## src/rtl/sta_pkg.sv

```systemverilog
// ----------------------------------------------------------------------------
// sta_pkg: shared types and constants of the strided tensor address block
// Holds field widths, register indexes, the sequencer state type and the
// link record that travels along the divider cell chain.
// ----------------------------------------------------------------------------
package sta_pkg;

  localparam int IDX_BITS      = 32;
  localparam int OUT_ADDR_BITS = 48;
  localparam int SIZE_BITS     = 16;
  localparam int STRIDE_BITS   = 32;
  localparam int PROD_BITS     = SIZE_BITS + STRIDE_BITS;
  localparam int ITEM_BITS     = 4;
  localparam int DCNT_BITS     = 3;
  localparam int DIM_SLOTS     = 4;

  localparam int DEF_MAX_DIMS  = 4;
  localparam int DEF_ADDR_BITS = 48;

  localparam int APB_DATA_BITS = 64;
  localparam int APB_ADDR_BITS = 6;

  typedef enum logic [2:0] {
    REG_BASE     = 3'd0,
    REG_ITEM     = 3'd1,
    REG_DCOUNT   = 3'd2,
    REG_DENSE    = 3'd3,
    REG_SIZES    = 3'd4,
    REG_STR_LOW  = 3'd5,
    REG_STR_HIGH = 3'd6,
    REG_NONE     = 3'd7
  } reg_idx_t;

  typedef enum logic [2:0] {
    ST_IDLE,
    ST_DIV,
    ST_MAC,
    ST_SCALE,
    ST_DONE
  } state_t;

  // One dividend/quotient bit moving down the chain, MSB first.
  typedef struct packed {
    logic vld;
    logic last;
    logic bit_v;
  } link_t;

endpackage

```

## src/rtl/sta_if.sv

```systemverilog
// ----------------------------------------------------------------------------
// sta_if: stream channels of the strided tensor address block
// Index channel into the block and address channel out of it.
// ----------------------------------------------------------------------------
interface sta_in_if;
  logic        valid;
  logic        ready;
  logic [31:0] linear_index;

  modport source (output valid, output linear_index, input ready);
  modport sink   (input valid, input linear_index, output ready);
endinterface

interface sta_out_if;
  logic        valid;
  logic        ready;
  logic [47:0] byte_address;
  logic        size_error;

  modport source (output valid, output byte_address, output size_error, input ready);
  modport sink   (input valid, input byte_address, input size_error, output ready);
endinterface

```

## src/rtl/sta_cell.sv

```systemverilog
// ----------------------------------------------------------------------------
// sta_cell: one dimension of the bit-serial divider chain
// Takes dividend bits MSB first, keeps the running remainder (the coordinate)
// and hands each quotient bit to the next outer dimension in the next cycle.
// ----------------------------------------------------------------------------
module sta_cell (
  input  logic                             clk,
  input  logic                             rst_n,
  input  logic                             clear,
  input  logic                             active,
  input  logic [sta_pkg::SIZE_BITS-1:0]    size_i,
  input  sta_pkg::link_t                   link_i,
  output sta_pkg::link_t                   link_o,
  output logic [sta_pkg::SIZE_BITS-1:0]    rem_o
);
  import sta_pkg::*;

  logic [SIZE_BITS-1:0] rem_r, rem_nxt;
  link_t                link_r, link_nxt;
  logic [SIZE_BITS-1:0] divisor;
  logic [SIZE_BITS:0]   trial;
  logic                 ge;

  // An unused dimension divides by one: the remainder stays zero and the
  // bits pass through unchanged.
  assign divisor = active ? size_i : SIZE_BITS'(1);
  assign trial   = {rem_r, link_i.bit_v};
  assign ge      = trial >= {1'b0, divisor};

  always_comb begin
    rem_nxt        = rem_r;
    link_nxt.vld   = link_i.vld;
    link_nxt.last  = link_i.last;
    link_nxt.bit_v = ge;
    if (clear) begin
      rem_nxt      = '0;
      link_nxt.vld = 1'b0;
    end else if (link_i.vld) begin
      rem_nxt = ge ? SIZE_BITS'(trial - {1'b0, divisor}) : SIZE_BITS'(trial);
    end
  end

  always_ff @(posedge clk) begin
    if (!rst_n) begin
      rem_r  <= '0;
      link_r <= '0;
    end else begin
      rem_r  <= rem_nxt;
      link_r <= link_nxt;
    end
  end

  assign link_o = link_r;
  assign rem_o  = rem_r;

endmodule

```

## src/rtl/strided_tensor_address.sv

```systemverilog
// ----------------------------------------------------------------------------
// strided_tensor_address: linear element index to byte address
// Dense mode scales the index by the item size; strided mode splits it into
// coordinates in divider cells and scales the sum of coordinate * stride.
// ----------------------------------------------------------------------------
//  channel  | direction | handshake          | payload
//  in_if    | in        | valid/ready        | linear_index[31:0]
//  out_if   | out       | valid/ready        | byte_address[47:0], size_error
//  cfg      | in        | APB psel/penable   | paddr[5:0], pwdata/prdata[63:0]
//
// Strided items pass through the divider chain, one dividend bit a cycle and
// a register in each cell, then multiply-accumulate, then scale and done.
// Dense items and size errors go straight to scale and done. One item is in
// work at a time; the next is taken once the current one sits in the output
// register. A stalled output holds the finished item in the done state.
// Reset is synchronous, active low, and loads the register defaults.
// ----------------------------------------------------------------------------
module strided_tensor_address #(
  parameter int MAX_DIMS  = sta_pkg::DEF_MAX_DIMS,
  parameter int ADDR_BITS = sta_pkg::DEF_ADDR_BITS
) (
  input  logic                                clk,
  input  logic                                rst_n,
  sta_in_if.sink                              in_if,
  sta_out_if.source                           out_if,
  input  logic                                psel,
  input  logic                                penable,
  input  logic                                pwrite,
  input  logic [sta_pkg::APB_ADDR_BITS-1:0]   paddr,
  input  logic [sta_pkg::APB_DATA_BITS-1:0]   pwdata,
  output logic [sta_pkg::APB_DATA_BITS-1:0]   prdata,
  output logic                                pready
);
  import sta_pkg::*;

  // Configuration registers.
  logic [OUT_ADDR_BITS-1:0] base_r;
  logic [ITEM_BITS-1:0]     item_r;
  logic [DCNT_BITS-1:0]     dcount_r;
  logic                     dense_r;
  logic [63:0]              sizes_r;
  logic [63:0]              str_low_r;
  logic [63:0]              str_high_r;
  reg_idx_t                 reg_sel;
  logic                     wr_en;

  assign reg_sel = reg_idx_t'(paddr[5:3]);
  assign wr_en   = psel && penable && pwrite;
  assign pready  = 1'b1;

  always_ff @(posedge clk) begin
    if (!rst_n) begin
      base_r     <= '0;
      item_r     <= ITEM_BITS'(1);
      dcount_r   <= DCNT_BITS'(1);
      dense_r    <= 1'b1;
      sizes_r    <= 64'h0001_0001_0001_0001;
      str_low_r  <= '0;
      str_high_r <= '0;
    end else if (wr_en) begin
      unique case (reg_sel)
        REG_BASE:     base_r     <= pwdata[OUT_ADDR_BITS-1:0];
        REG_ITEM:     item_r     <= pwdata[ITEM_BITS-1:0];
        REG_DCOUNT:   dcount_r   <= pwdata[DCNT_BITS-1:0];
        REG_DENSE:    dense_r    <= pwdata[0];
        REG_SIZES:    sizes_r    <= pwdata;
        REG_STR_LOW:  str_low_r  <= pwdata;
        REG_STR_HIGH: str_high_r <= pwdata;
        default: ;
      endcase
    end
  end

  always_comb begin
    unique case (reg_sel)
      REG_BASE:     prdata = APB_DATA_BITS'(base_r);
      REG_ITEM:     prdata = APB_DATA_BITS'(item_r);
      REG_DCOUNT:   prdata = APB_DATA_BITS'(dcount_r);
      REG_DENSE:    prdata = APB_DATA_BITS'(dense_r);
      REG_SIZES:    prdata = sizes_r;
      REG_STR_LOW:  prdata = str_low_r;
      REG_STR_HIGH: prdata = str_high_r;
      default:      prdata = '0;
    endcase
  end

  // Per-dimension views of the registers.
  logic [SIZE_BITS-1:0]   dim_size [DIM_SLOTS];
  logic [STRIDE_BITS-1:0] dim_stride [DIM_SLOTS];
  logic [DCNT_BITS-1:0]   used;
  logic [DIM_SLOTS-1:0]   dim_used;
  logic                   size_bad;

  assign used = (dcount_r > DCNT_BITS'(MAX_DIMS)) ? DCNT_BITS'(MAX_DIMS) : dcount_r;

  always_comb begin
    for (int d = 0; d < DIM_SLOTS; d++) begin
      dim_size[d] = sizes_r[16*d +: 16];
      dim_used[d] = (d < MAX_DIMS) && (DCNT_BITS'(d) < used);
    end
    dim_stride[0] = str_low_r[31:0];
    dim_stride[1] = str_low_r[63:32];
    dim_stride[2] = str_high_r[31:0];
    dim_stride[3] = str_high_r[63:32];
    size_bad = 1'b0;
    for (int d = 0; d < DIM_SLOTS; d++) begin
      if (dim_used[d] && dim_size[d] == '0) size_bad = 1'b1;
    end
  end

  // Sequencer.
  state_t state_r, state_nxt;
  logic   in_fire;
  logic   out_load;
  logic   div_done;

  logic [IDX_BITS-1:0]  idx_sh_r;
  logic [5:0]           feed_cnt_r;
  link_t                feed_lnk;
  link_t                cell_lnk [MAX_DIMS];
  logic [SIZE_BITS-1:0] cell_rem [MAX_DIMS];
  logic                 cell_clear;

  localparam int MCNT_BITS = $clog2(MAX_DIMS + 1);
  logic [SIZE_BITS-1:0]   coord_sh_r  [MAX_DIMS];
  logic [STRIDE_BITS-1:0] stride_sh_r [MAX_DIMS];
  logic [MCNT_BITS-1:0]   mac_cnt_r;
  logic [PROD_BITS-1:0]   prod_r;
  logic [ADDR_BITS-1:0]   acc_r;
  logic [ADDR_BITS-1:0]   scl_r;
  logic                   err_r;

  logic                     out_valid_r;
  logic [OUT_ADDR_BITS-1:0] out_addr_r;
  logic                     out_err_r;

  assign in_fire  = in_if.valid && in_if.ready;
  assign div_done = cell_lnk[0].vld && cell_lnk[0].last;

  always_comb begin
    state_nxt = state_r;
    unique case (state_r)
      ST_IDLE: begin
        if (in_fire) begin
          if (dense_r || size_bad) state_nxt = ST_SCALE;
          else                     state_nxt = ST_DIV;
        end
      end
      ST_DIV:   if (div_done) state_nxt = ST_MAC;
      ST_MAC:   if (mac_cnt_r == MCNT_BITS'(MAX_DIMS)) state_nxt = ST_SCALE;
      ST_SCALE: state_nxt = ST_DONE;
      ST_DONE:  if (!out_valid_r || out_if.ready) state_nxt = ST_IDLE;
      default:  state_nxt = ST_IDLE;
    endcase
  end

  always_comb begin
    in_if.ready = (state_r == ST_IDLE);
    out_load    = (state_r == ST_DONE) && (!out_valid_r || out_if.ready);
    cell_clear  = (state_r == ST_IDLE);
  end

  always_ff @(posedge clk) begin
    if (!rst_n) state_r <= ST_IDLE;
    else        state_r <= state_nxt;
  end

  // Dividend bits enter the innermost cell MSB first.
  assign feed_lnk.vld   = (state_r == ST_DIV) && (feed_cnt_r < 6'd32);
  assign feed_lnk.last  = (feed_cnt_r == 6'd31);
  assign feed_lnk.bit_v = idx_sh_r[IDX_BITS-1];

  always_ff @(posedge clk) begin
    if (state_r == ST_IDLE) begin
      idx_sh_r   <= in_if.linear_index;
      feed_cnt_r <= '0;
    end else if (feed_lnk.vld) begin
      idx_sh_r   <= {idx_sh_r[IDX_BITS-2:0], 1'b0};
      feed_cnt_r <= feed_cnt_r + 6'd1;
    end
  end

  for (genvar d = 0; d < MAX_DIMS; d++) begin : g_cell
    link_t lnk_in;
    if (d == MAX_DIMS - 1) begin : g_top
      assign lnk_in = feed_lnk;
    end else begin : g_mid
      assign lnk_in = cell_lnk[d+1];
    end
    sta_cell u_cell (
      .clk    (clk),
      .rst_n  (rst_n),
      .clear  (cell_clear),
      .active (dim_used[d]),
      .size_i (dim_size[d]),
      .link_i (lnk_in),
      .link_o (cell_lnk[d]),
      .rem_o  (cell_rem[d])
    );
  end

  // Offset accumulation: one coordinate * stride product a cycle.
  always_ff @(posedge clk) begin
    if (state_r == ST_IDLE) begin
      acc_r     <= ADDR_BITS'(in_if.linear_index);
      err_r     <= !dense_r && size_bad;
      mac_cnt_r <= '0;
    end else if (state_r == ST_DIV) begin
      acc_r     <= '0;
      mac_cnt_r <= '0;
      for (int d = 0; d < MAX_DIMS; d++) begin
        coord_sh_r[d]  <= dim_used[d] ? cell_rem[d] : '0;
        stride_sh_r[d] <= dim_stride[d];
      end
    end else if (state_r == ST_MAC) begin
      prod_r <= PROD_BITS'(coord_sh_r[0]) * PROD_BITS'(stride_sh_r[0]);
      for (int d = 0; d < MAX_DIMS - 1; d++) begin
        coord_sh_r[d]  <= coord_sh_r[d+1];
        stride_sh_r[d] <= stride_sh_r[d+1];
      end
      coord_sh_r[MAX_DIMS-1] <= '0;
      if (mac_cnt_r != '0) acc_r <= ADDR_BITS'(acc_r + ADDR_BITS'(prod_r));
      mac_cnt_r <= mac_cnt_r + MCNT_BITS'(1);
    end else if (state_r == ST_SCALE) begin
      scl_r <= err_r ? '0 : ADDR_BITS'(acc_r * ADDR_BITS'(item_r));
    end
  end

  always_ff @(posedge clk) begin
    if (!rst_n) begin
      out_valid_r <= 1'b0;
    end else if (out_load) begin
      out_valid_r <= 1'b1;
    end else if (out_if.ready) begin
      out_valid_r <= 1'b0;
    end
  end

  always_ff @(posedge clk) begin
    if (out_load) begin
      out_addr_r <= OUT_ADDR_BITS'(ADDR_BITS'(ADDR_BITS'(base_r) + scl_r));
      out_err_r  <= err_r;
    end
  end

  assign out_if.valid        = out_valid_r;
  assign out_if.byte_address = out_addr_r;
  assign out_if.size_error   = out_err_r;

endmodule
```

## src/flat_wrapper.sv

```systemverilog
// flat-port wrapper written by rule: the top's interface ports become plain ports
module strided_tensor_address_flat import sta_pkg::*;
#(
  parameter int MAX_DIMS  = sta_pkg::DEF_MAX_DIMS,
  parameter int ADDR_BITS = sta_pkg::DEF_ADDR_BITS
)
  (clk, rst_n, psel, penable, pwrite, paddr, pwdata, prdata, pready, in_if_valid, in_if_linear_index, in_if_ready, out_if_valid, out_if_byte_address, out_if_size_error, out_if_ready);
  sta_in_if in_if_i ();
  sta_out_if out_if_i ();
  input  logic clk;
  input  logic rst_n;
  input  logic psel;
  input  logic penable;
  input  logic pwrite;
  input  logic [sta_pkg::APB_ADDR_BITS-1:0] paddr;
  input  logic [sta_pkg::APB_DATA_BITS-1:0] pwdata;
  output logic [sta_pkg::APB_DATA_BITS-1:0] prdata;
  output logic pready;
  input wire logic [$bits(in_if_i.valid)-1:0] in_if_valid;
  input wire logic [$bits(in_if_i.linear_index)-1:0] in_if_linear_index;
  output wire logic [$bits(in_if_i.ready)-1:0] in_if_ready;
  output wire logic [$bits(out_if_i.valid)-1:0] out_if_valid;
  output wire logic [$bits(out_if_i.byte_address)-1:0] out_if_byte_address;
  output wire logic [$bits(out_if_i.size_error)-1:0] out_if_size_error;
  input wire logic [$bits(out_if_i.ready)-1:0] out_if_ready;
  assign in_if_i.valid = in_if_valid;
  assign in_if_i.linear_index = in_if_linear_index;
  assign in_if_ready = in_if_i.ready;
  assign out_if_valid = out_if_i.valid;
  assign out_if_byte_address = out_if_i.byte_address;
  assign out_if_size_error = out_if_i.size_error;
  assign out_if_i.ready = out_if_ready;
  strided_tensor_address #(.MAX_DIMS(MAX_DIMS), .ADDR_BITS(ADDR_BITS)) u_core (.clk(clk), .rst_n(rst_n), .in_if(in_if_i), .out_if(out_if_i), .psel(psel), .penable(penable), .pwrite(pwrite), .paddr(paddr), .pwdata(pwdata), .prdata(prdata), .pready(pready));
endmodule
```

## config.mk

```make
export PLATFORM = sky130hd
export DESIGN_NAME = strided_tensor_address_flat
export DESIGN_NICKNAME = d
export VERILOG_FILES = /design/src/rtl/sta_pkg.sv /design/src/rtl/sta_if.sv /design/src/rtl/sta_cell.sv /design/src/rtl/strided_tensor_address.sv /design/src/flat_wrapper.sv
export SDC_FILE = /design/constraint.sdc
export NUM_CORES = 2
export LEC_CHECK = 0
export BUFFER_PORTS_ARGS = -buffer_cell sky130_fd_sc_hd__buf_4
export CAP_MARGIN = 20
export CORE_AREA = 2 2 368 279
export DETAILED_ROUTE_END_ITERATION = 7
export DIE_AREA = 0 0 370 281
export GPL_TIMING_DRIVEN = 0
export HOLD_SLACK_MARGIN = 0.06
export PLACE_DENSITY = 0.77
export SLEW_MARGIN = 25
export SYNTH_ARGS = -nofsm -noshare
export SYNTH_HDL_FRONTEND = slang
export SYNTH_SLANG_ARGS = --single-unit
```

## constraint.sdc

```tcl
create_clock -name clk -period 8.1 [get_ports clk]
set_clock_uncertainty 0.1 [all_clocks]
set_input_delay 1.62 -clock clk [delete_from_list [all_inputs] [get_ports clk]]
set_output_delay 1.62 -clock clk [all_outputs]
set_load 0.03 [all_outputs]
```

Word-level counts from Yosys, hierarchy flattened
Memory sizes are Yosys's and may differ from the RTL's.
Cells that the tools add are included.
{"block": "word_totals", "ff_bits": 562, "ram_bits": 192, "output_inout_bits": 116, "word_cells": 169, "memories": 2}
{"memory": "u_core.stride_sh_r", "depth": 4, "word_bits": 32, "read_ports": 4, "rd_clocked_by_memory_dff": 0, "write_ports": 4, "line": "strided_tensor_address.sv:126", "source": "logic [STRIDE_BITS-1:0] stride_sh_r [MAX_DIMS];"}
{"memory": "u_core.coord_sh_r", "depth": 4, "word_bits": 16, "read_ports": 4, "rd_clocked_by_memory_dff": 0, "write_ports": 4, "line": "strided_tensor_address.sv:125", "source": "logic [SIZE_BITS-1:0] coord_sh_r [MAX_DIMS];"}
{"block": "classes", "addsub": 8, "n_mul": 2, "order_cmp": 10, "n_eq_ne": 16, "muxes": 46, "bitwise": 11, "reduce_logical": 40}
{"operator": "$pmux 64 s7", "count": 1}
{"operator": "$mux 32", "count": 9}
{"operator": "$mux 16", "count": 16}
{"operator": "$add 48x48->48", "count": 2}
{"operator": "$ge 17x16->1", "count": 4}
{"operator": "$logic_not 16->1", "count": 4}
{"operator": "$sub 16x16->16", "count": 4}
{"operator": "$mul 16x32->48", "count": 1}
{"operator": "$mul 48x4->48", "count": 1}
{"operator": "$reduce_and 2->1", "count": 9}
{"operator": "$eq 3x3->1 const B", "count": 5}
{"operator": "$mux 3", "count": 5}
{"operator": "$pmux 3 s5", "count": 1}
{"operator": "$mux 1", "count": 13}
{"operator": "$eq 3x2->1 const B", "count": 4}
{"operator": "$logic_and 1x1->1", "count": 11}
{"operator": "$reduce_bool 3->1", "count": 3}
{"operator": "$reduce_and 4->1", "count": 2}
{"operator": "$or 1x1->1", "count": 7}
{"operator": "$add 6x1->6 const B", "count": 1}
{"operator": "$eq 3x1->1 const B", "count": 2}
{"operator": "$eq 6x5->1 const B", "count": 1}
{"operator": "$logic_not 3->1", "count": 2}
{"operator": "$lt 1x3->1 const A", "count": 2}
{"operator": "other kinds (13)", "count": 23}

Longest topological paths before layout
{"block": "depth", "word_depth": 12, "depth_mapped": 26, "ltp_nobuf": 24}

Cells and area by module
A second synthesis with hierarchy kept.
{"block": "unflattened", "cells_unflattened": 6761, "area_unflattened_um2": 60280.3}
{"module": "strided_tensor_address", "n_inst": 1, "cells_each": 5867, "area_each_um2": 53391.2, "seq_area_each_um2": 17616.9}
{"module": "sta_cell (u_core.g_cell[0].u_cell ...)", "n_inst": 3, "cells_each": 217, "area_each_um2": 1681.6, "seq_area_each_um2": 380.4}
{"module": "sta_cell (u_core.g_cell[2].u_cell)", "n_inst": 1, "cells_each": 243, "area_each_um2": 1844.3, "seq_area_each_um2": 380.4}

Worst setup path before layout
No wires, ideal clock.
{"block": "synth_path", "kind": "reg2reg", "start": "memory u_core.stride_sh_r[0][17]", "end": "register u_core.prod_r[47] (data pin)", "setup_ns": 0.265, "t_arrival_ns": 5.901, "required_time_ns": 7.735, "path_slack_ns": 1.834, "path_stages_with_launch": 23, "n_path_buf": 1, "synth_period_minus_slack_ns": 6.266, "path_cell_list": "edfxtp_1 -> clkbuf_1 -> nand2_1 -> fa_1 -> fa_1 -> fa_1 -> inv_1 -> fa_1 -> fa_1 -> inv_1 -> fa_1 -> inv_1 -> ha_1 -> a21o_1 -> a21o_1 -> and4_1 -> o21ai_0 -> nand3_1 -> o21ai_1 -> and4b_1 -> o31ai_1 -> a221oi_1 -> xnor2_1"}
{"element": "from (decl)", "line": "strided_tensor_address.sv:126"}
{"element": "to (signal assigned)", "line": "strided_tensor_address.sv:216", "source": "prod_r <= PROD_BITS'(coord_sh_r[0]) * PROD_BITS'(stride_sh_r[0]);"}
{"element": "to (decl)", "line": "strided_tensor_address.sv:128", "source": "logic [PROD_BITS-1:0] prod_r;"}

==> impl_metrics.tcl <==
set metrics [dict create \
    max_freq_ghz 0.129 \
    slew_viol_final 0 \
    detail-route-antenna-nets 0 \
    drive_gt1_share_pct 5.61 \
    synth.distinct_cells 89 \
    outcome "complete, no violations" \
    cpLargestDelayFamily "adder cells" \
    synth_area_leader_cell "edfxtp_1" \
    layout_commonest_cell "nand2_1" \
    worst-path-max-fanout 10 \
    antenna_found_initial 23 \
    grt_max_degree 56 \
    reg2reg_depth 23 \
    relSlewSlack_pct 28.1 \
    cts_sinks 754 \
    slowest_delay_ns 0.74 \
    track_usage_pct 39.9 \
    synth_area_mm2 0.0598 \
    portBuffers 217 \
    crit_required_ns 8.37 \
    cts_buffers 77 \
    path_clk_slew_ns 0.06 \
    finalCritPeriodShare_pct 96.0 \
    post_cts_buffers 0 \
    die_w_um 370 \
    firstDrtPassIters 6 \
    vias 51939 \
    worst_pin_slew_ns 1.08 \
    cts_max_level 3 \
    tns_ns 0 \
    finalHoldViolCount 0 \
    hp-class "flip-flop to flip-flop" \
    layout_min_cycle_time_ns 7.78 \
    num-nets-final 7977 \
    critPathMostFrequentCell "fa_1" \
    start_util_pct 59.6 \
    syn_area_per_cell_um2 8.90 \
    drc 0 \
    critical_path.endpoint_type "flip-flop" \
    clockRootBuffer "clkbuf_16" \
    ios 225 \
    critical_path.slowest_cell "clkbuf_1" \
    yosys_register_bits 754 \
    rsz0062_at_grt "no" \
    drt-total-wl_mm 208 \
    die-area_mm2 0.104 \
    cts_tree "done" \
    finalSetupViolations 0 \
    reg2reg_slack_ns 0.32 \
    grt_pass1_vias 49169 \
    dieHeight_um 281 \
    cp.arrival_ns 8.05 \
    synth_cells 6724 \
    dp_hpwl_mm 167 \
    holdPathEnd "u_core.g_cell[0].u_cell.link_o[1]" \
    rows 101 \
    yosysSeqAreaShare_pct 32.0 \
    netlist_top_cells_area "edfxtp_1 (20%), fa_1 (17%), dfxtp_1 (12%)" \
    crit_type "flip-flop to flip-flop" \
    r2r-start "u_core.coord_sh_r[0][4]" \
    holdPathStages 1 \
    cts_max_path_buffers 3 \
    min-delay-start "u_core.g_cell[1].u_cell.link_o[1]" \
    grt_pass1_wl_mm 308 \
    netlist.area_leader.share_pct 20.2 \
    wl_per_cell_um 24.7 \
    area_delta_synth_final_pct 10.1 \
    ys.flop_type "edfxtp_1" \
    rr_endpoint "u_core.prod_r[47]" \
    drt_iter0_markers 6680 \
    clk_latency_ns 0.69 \
    synth_nets 7675 \
    viasPerCell 6.16 \
    drv_cap 0 \
    synthArstFlopShare_pct 0 \
    core_mm2 0.100 \
    critical_path.startpoint_type "flip-flop" \
    overflow 0 \
    final_cell_mix "nand2_1 (1630), inv_1 (611), fa_1 (513)" \
    crit_buf_inv 5 \
    finalWeightedCongestion 1.04 \
    yosys_warnings 0 \
    path_cells "clkbuf_1 > and2_1 > fa_1 > inv_1 > fa_1 > fa_1 > inv_1 > fa_1 > fa_1 > inv_1 > fa_1 > inv_1 > ha_1 > a21o_1 > a21o_1 > and4_1 > o21ai_0 > nand3_1 > o21ai_2 > and4b_1 > o31ai_1 > a221oi_1 > xnor2_1" \
    synth_edf_count 402 \
]
==> layer usage <==
layer	vias up	track usage [%]	wire, um
met1	25192	56.2	83800
met2	3270	57.3	86500
met5	-	0	114
met3	513	10.4	26400
met4	12	19.0	11700
li1	22952	-	-
==> synth_stat cells, drive strengths merged (6+ instances only) <==
cell	count
and2	300
o31a	11
a21boi	250
nor4	22
mux2i	72
o21bai	35
a31oi	25
a211oi	35
nand2b	32
and4	9
o21ai	242
xnor2	140
dfxtp	352
a21o	161
nand2	1633
a41oi	9
nor2b	47
a221oi	13
o21a	36
or2	12
buf	38
a31o	6
o211ai	21
or3	13
nor3	49
nand3	80
xor2	75
a21oi	279
inv	613
nand4	54
nor3b	8
and3	44
nor2	221
a22oi	91
edfxtp	402
a22o	34
o2111ai	7
clkbuf	327
fa	513
o31ai	20
ha	329
a211o	6
==> worst max-delay path by stage <==
stage          cells after the start  slack, ns                       from                        to
6_report                          23       0.32    u_core.coord_sh_r[0][4]         u_core.prod_r[47]
4_1_cts                           22       0.22  u_core.stride_sh_r[0][16]         u_core.prod_r[47]
3_5_place_dp                      22       0.29  u_core.stride_sh_r[0][16]         u_core.prod_r[47]
3_3_place_gp                       6      -0.28          u_core.state_r[2]  u_core.stride_sh_r[0][3]
5_1_grt                           22       0.11  u_core.stride_sh_r[0][17]         u_core.prod_r[47]
2_1_floorplan                     22       1.83  u_core.stride_sh_r[0][17]         u_core.prod_r[47]
==> kinds of logic (layout without fill, tap and decap cells) <==
logic type | after synthesis | count (layout) | share of synthesized area (%)
buf+inv | 978 | 1345 | 6.17
other cells | 1 | 6 | 0.00627
compound gates | 1319 | 1319 | 14.7
xor+xnor | 215 | 215 | 3.15
mux | 77 | 77 | 1.32
simple gates | 2538 | 2538 | 18.6
flops | 754 | 754 | 32.0
fa+ha+maj | 842 | 842 | 24.0
==> repair_timing <==
| item | 4_1_cts | 5_1_grt |
|---|---|---|
| setup endpoints to repair | 0 | 2 |
| gates resized for setup | 0 | 7 |
| hold buffers | 0 | 0 |
==> worst register-to-register path, cell delays in order, from the launching register on <==
cell and delay, ns:
edfxtp_1 0.54, clkbuf_1 0.74, and2_1 0.27, fa_1 0.40
inv_1 0.11, fa_1 0.45, fa_1 0.54, inv_1 0.06
fa_1 0.50, fa_1 0.50, inv_1 0.05, fa_1 0.47
inv_1 0.05, ha_1 0.36, a21o_1 0.21, a21o_1 0.18
and4_1 0.20, o21ai_0 0.30, nand3_1 0.14, o21ai_2 0.39
and4b_1 0.31, o31ai_1 0.12, a221oi_1 0.35, xnor2_1 0.16
==> flip-flops by register name, summed over array words and instances (netlist names), 6 cells and up <==
register and flops:
u_core.g_cell.u_cell.link_o 11, u_core.coord_sh_r 64, u_core.out_if.byte_address 48, u_core.str_high_r 64, u_core.scl_r 48, u_core.idx_sh_r 32, u_core.str_low_r 64, u_core.base_r 48
u_core.g_cell.u_cell.rem_o 64, u_core.stride_sh_r 128, u_core.prod_r 48, u_core.sizes_r 64, u_core.feed_cnt_r 6, u_core.acc_r 48
==> layout make-up <==
| type | count | area [um2] |
|---|---|---|
| Fill cell | 8375 | 34600 |
| Buffer | 365 | 1400 |
| Inverter | 613 | 2300 |
| Multi-Input combinational cell | 4992 | 37000 |
| Timing Repair Buffer | 223 | 1780 |
| Tap cell | 1339 | 1680 |
| Clock buffer | 108 | 2170 |
| Clock inverter | 36 | 384 |
| Sequential cell | 754 | 19100 |
| Antenna cell | 5 | 12.5 |
==> metrics by stage <==
stage	hold slack [ns]	std cells	util [%]	setup WS (ns)	instance area [um2]
detailed placement	0.336	8286	63.0	0.286	63300
floorplan	0.312	6724	-	1.83	59800
global placement	0.315	8280	62.8	-0.284	63100
CTS	0.351	8430	65.6	0.224	65900
finish	0.354	8435	65.6	0.323	65900
global route	0.362	8430	65.6	0.105	65900
Power is left out: the tool's default activity adds up to more than one toggle a clock period on the data nets, which glitch-free logic cannot reach.
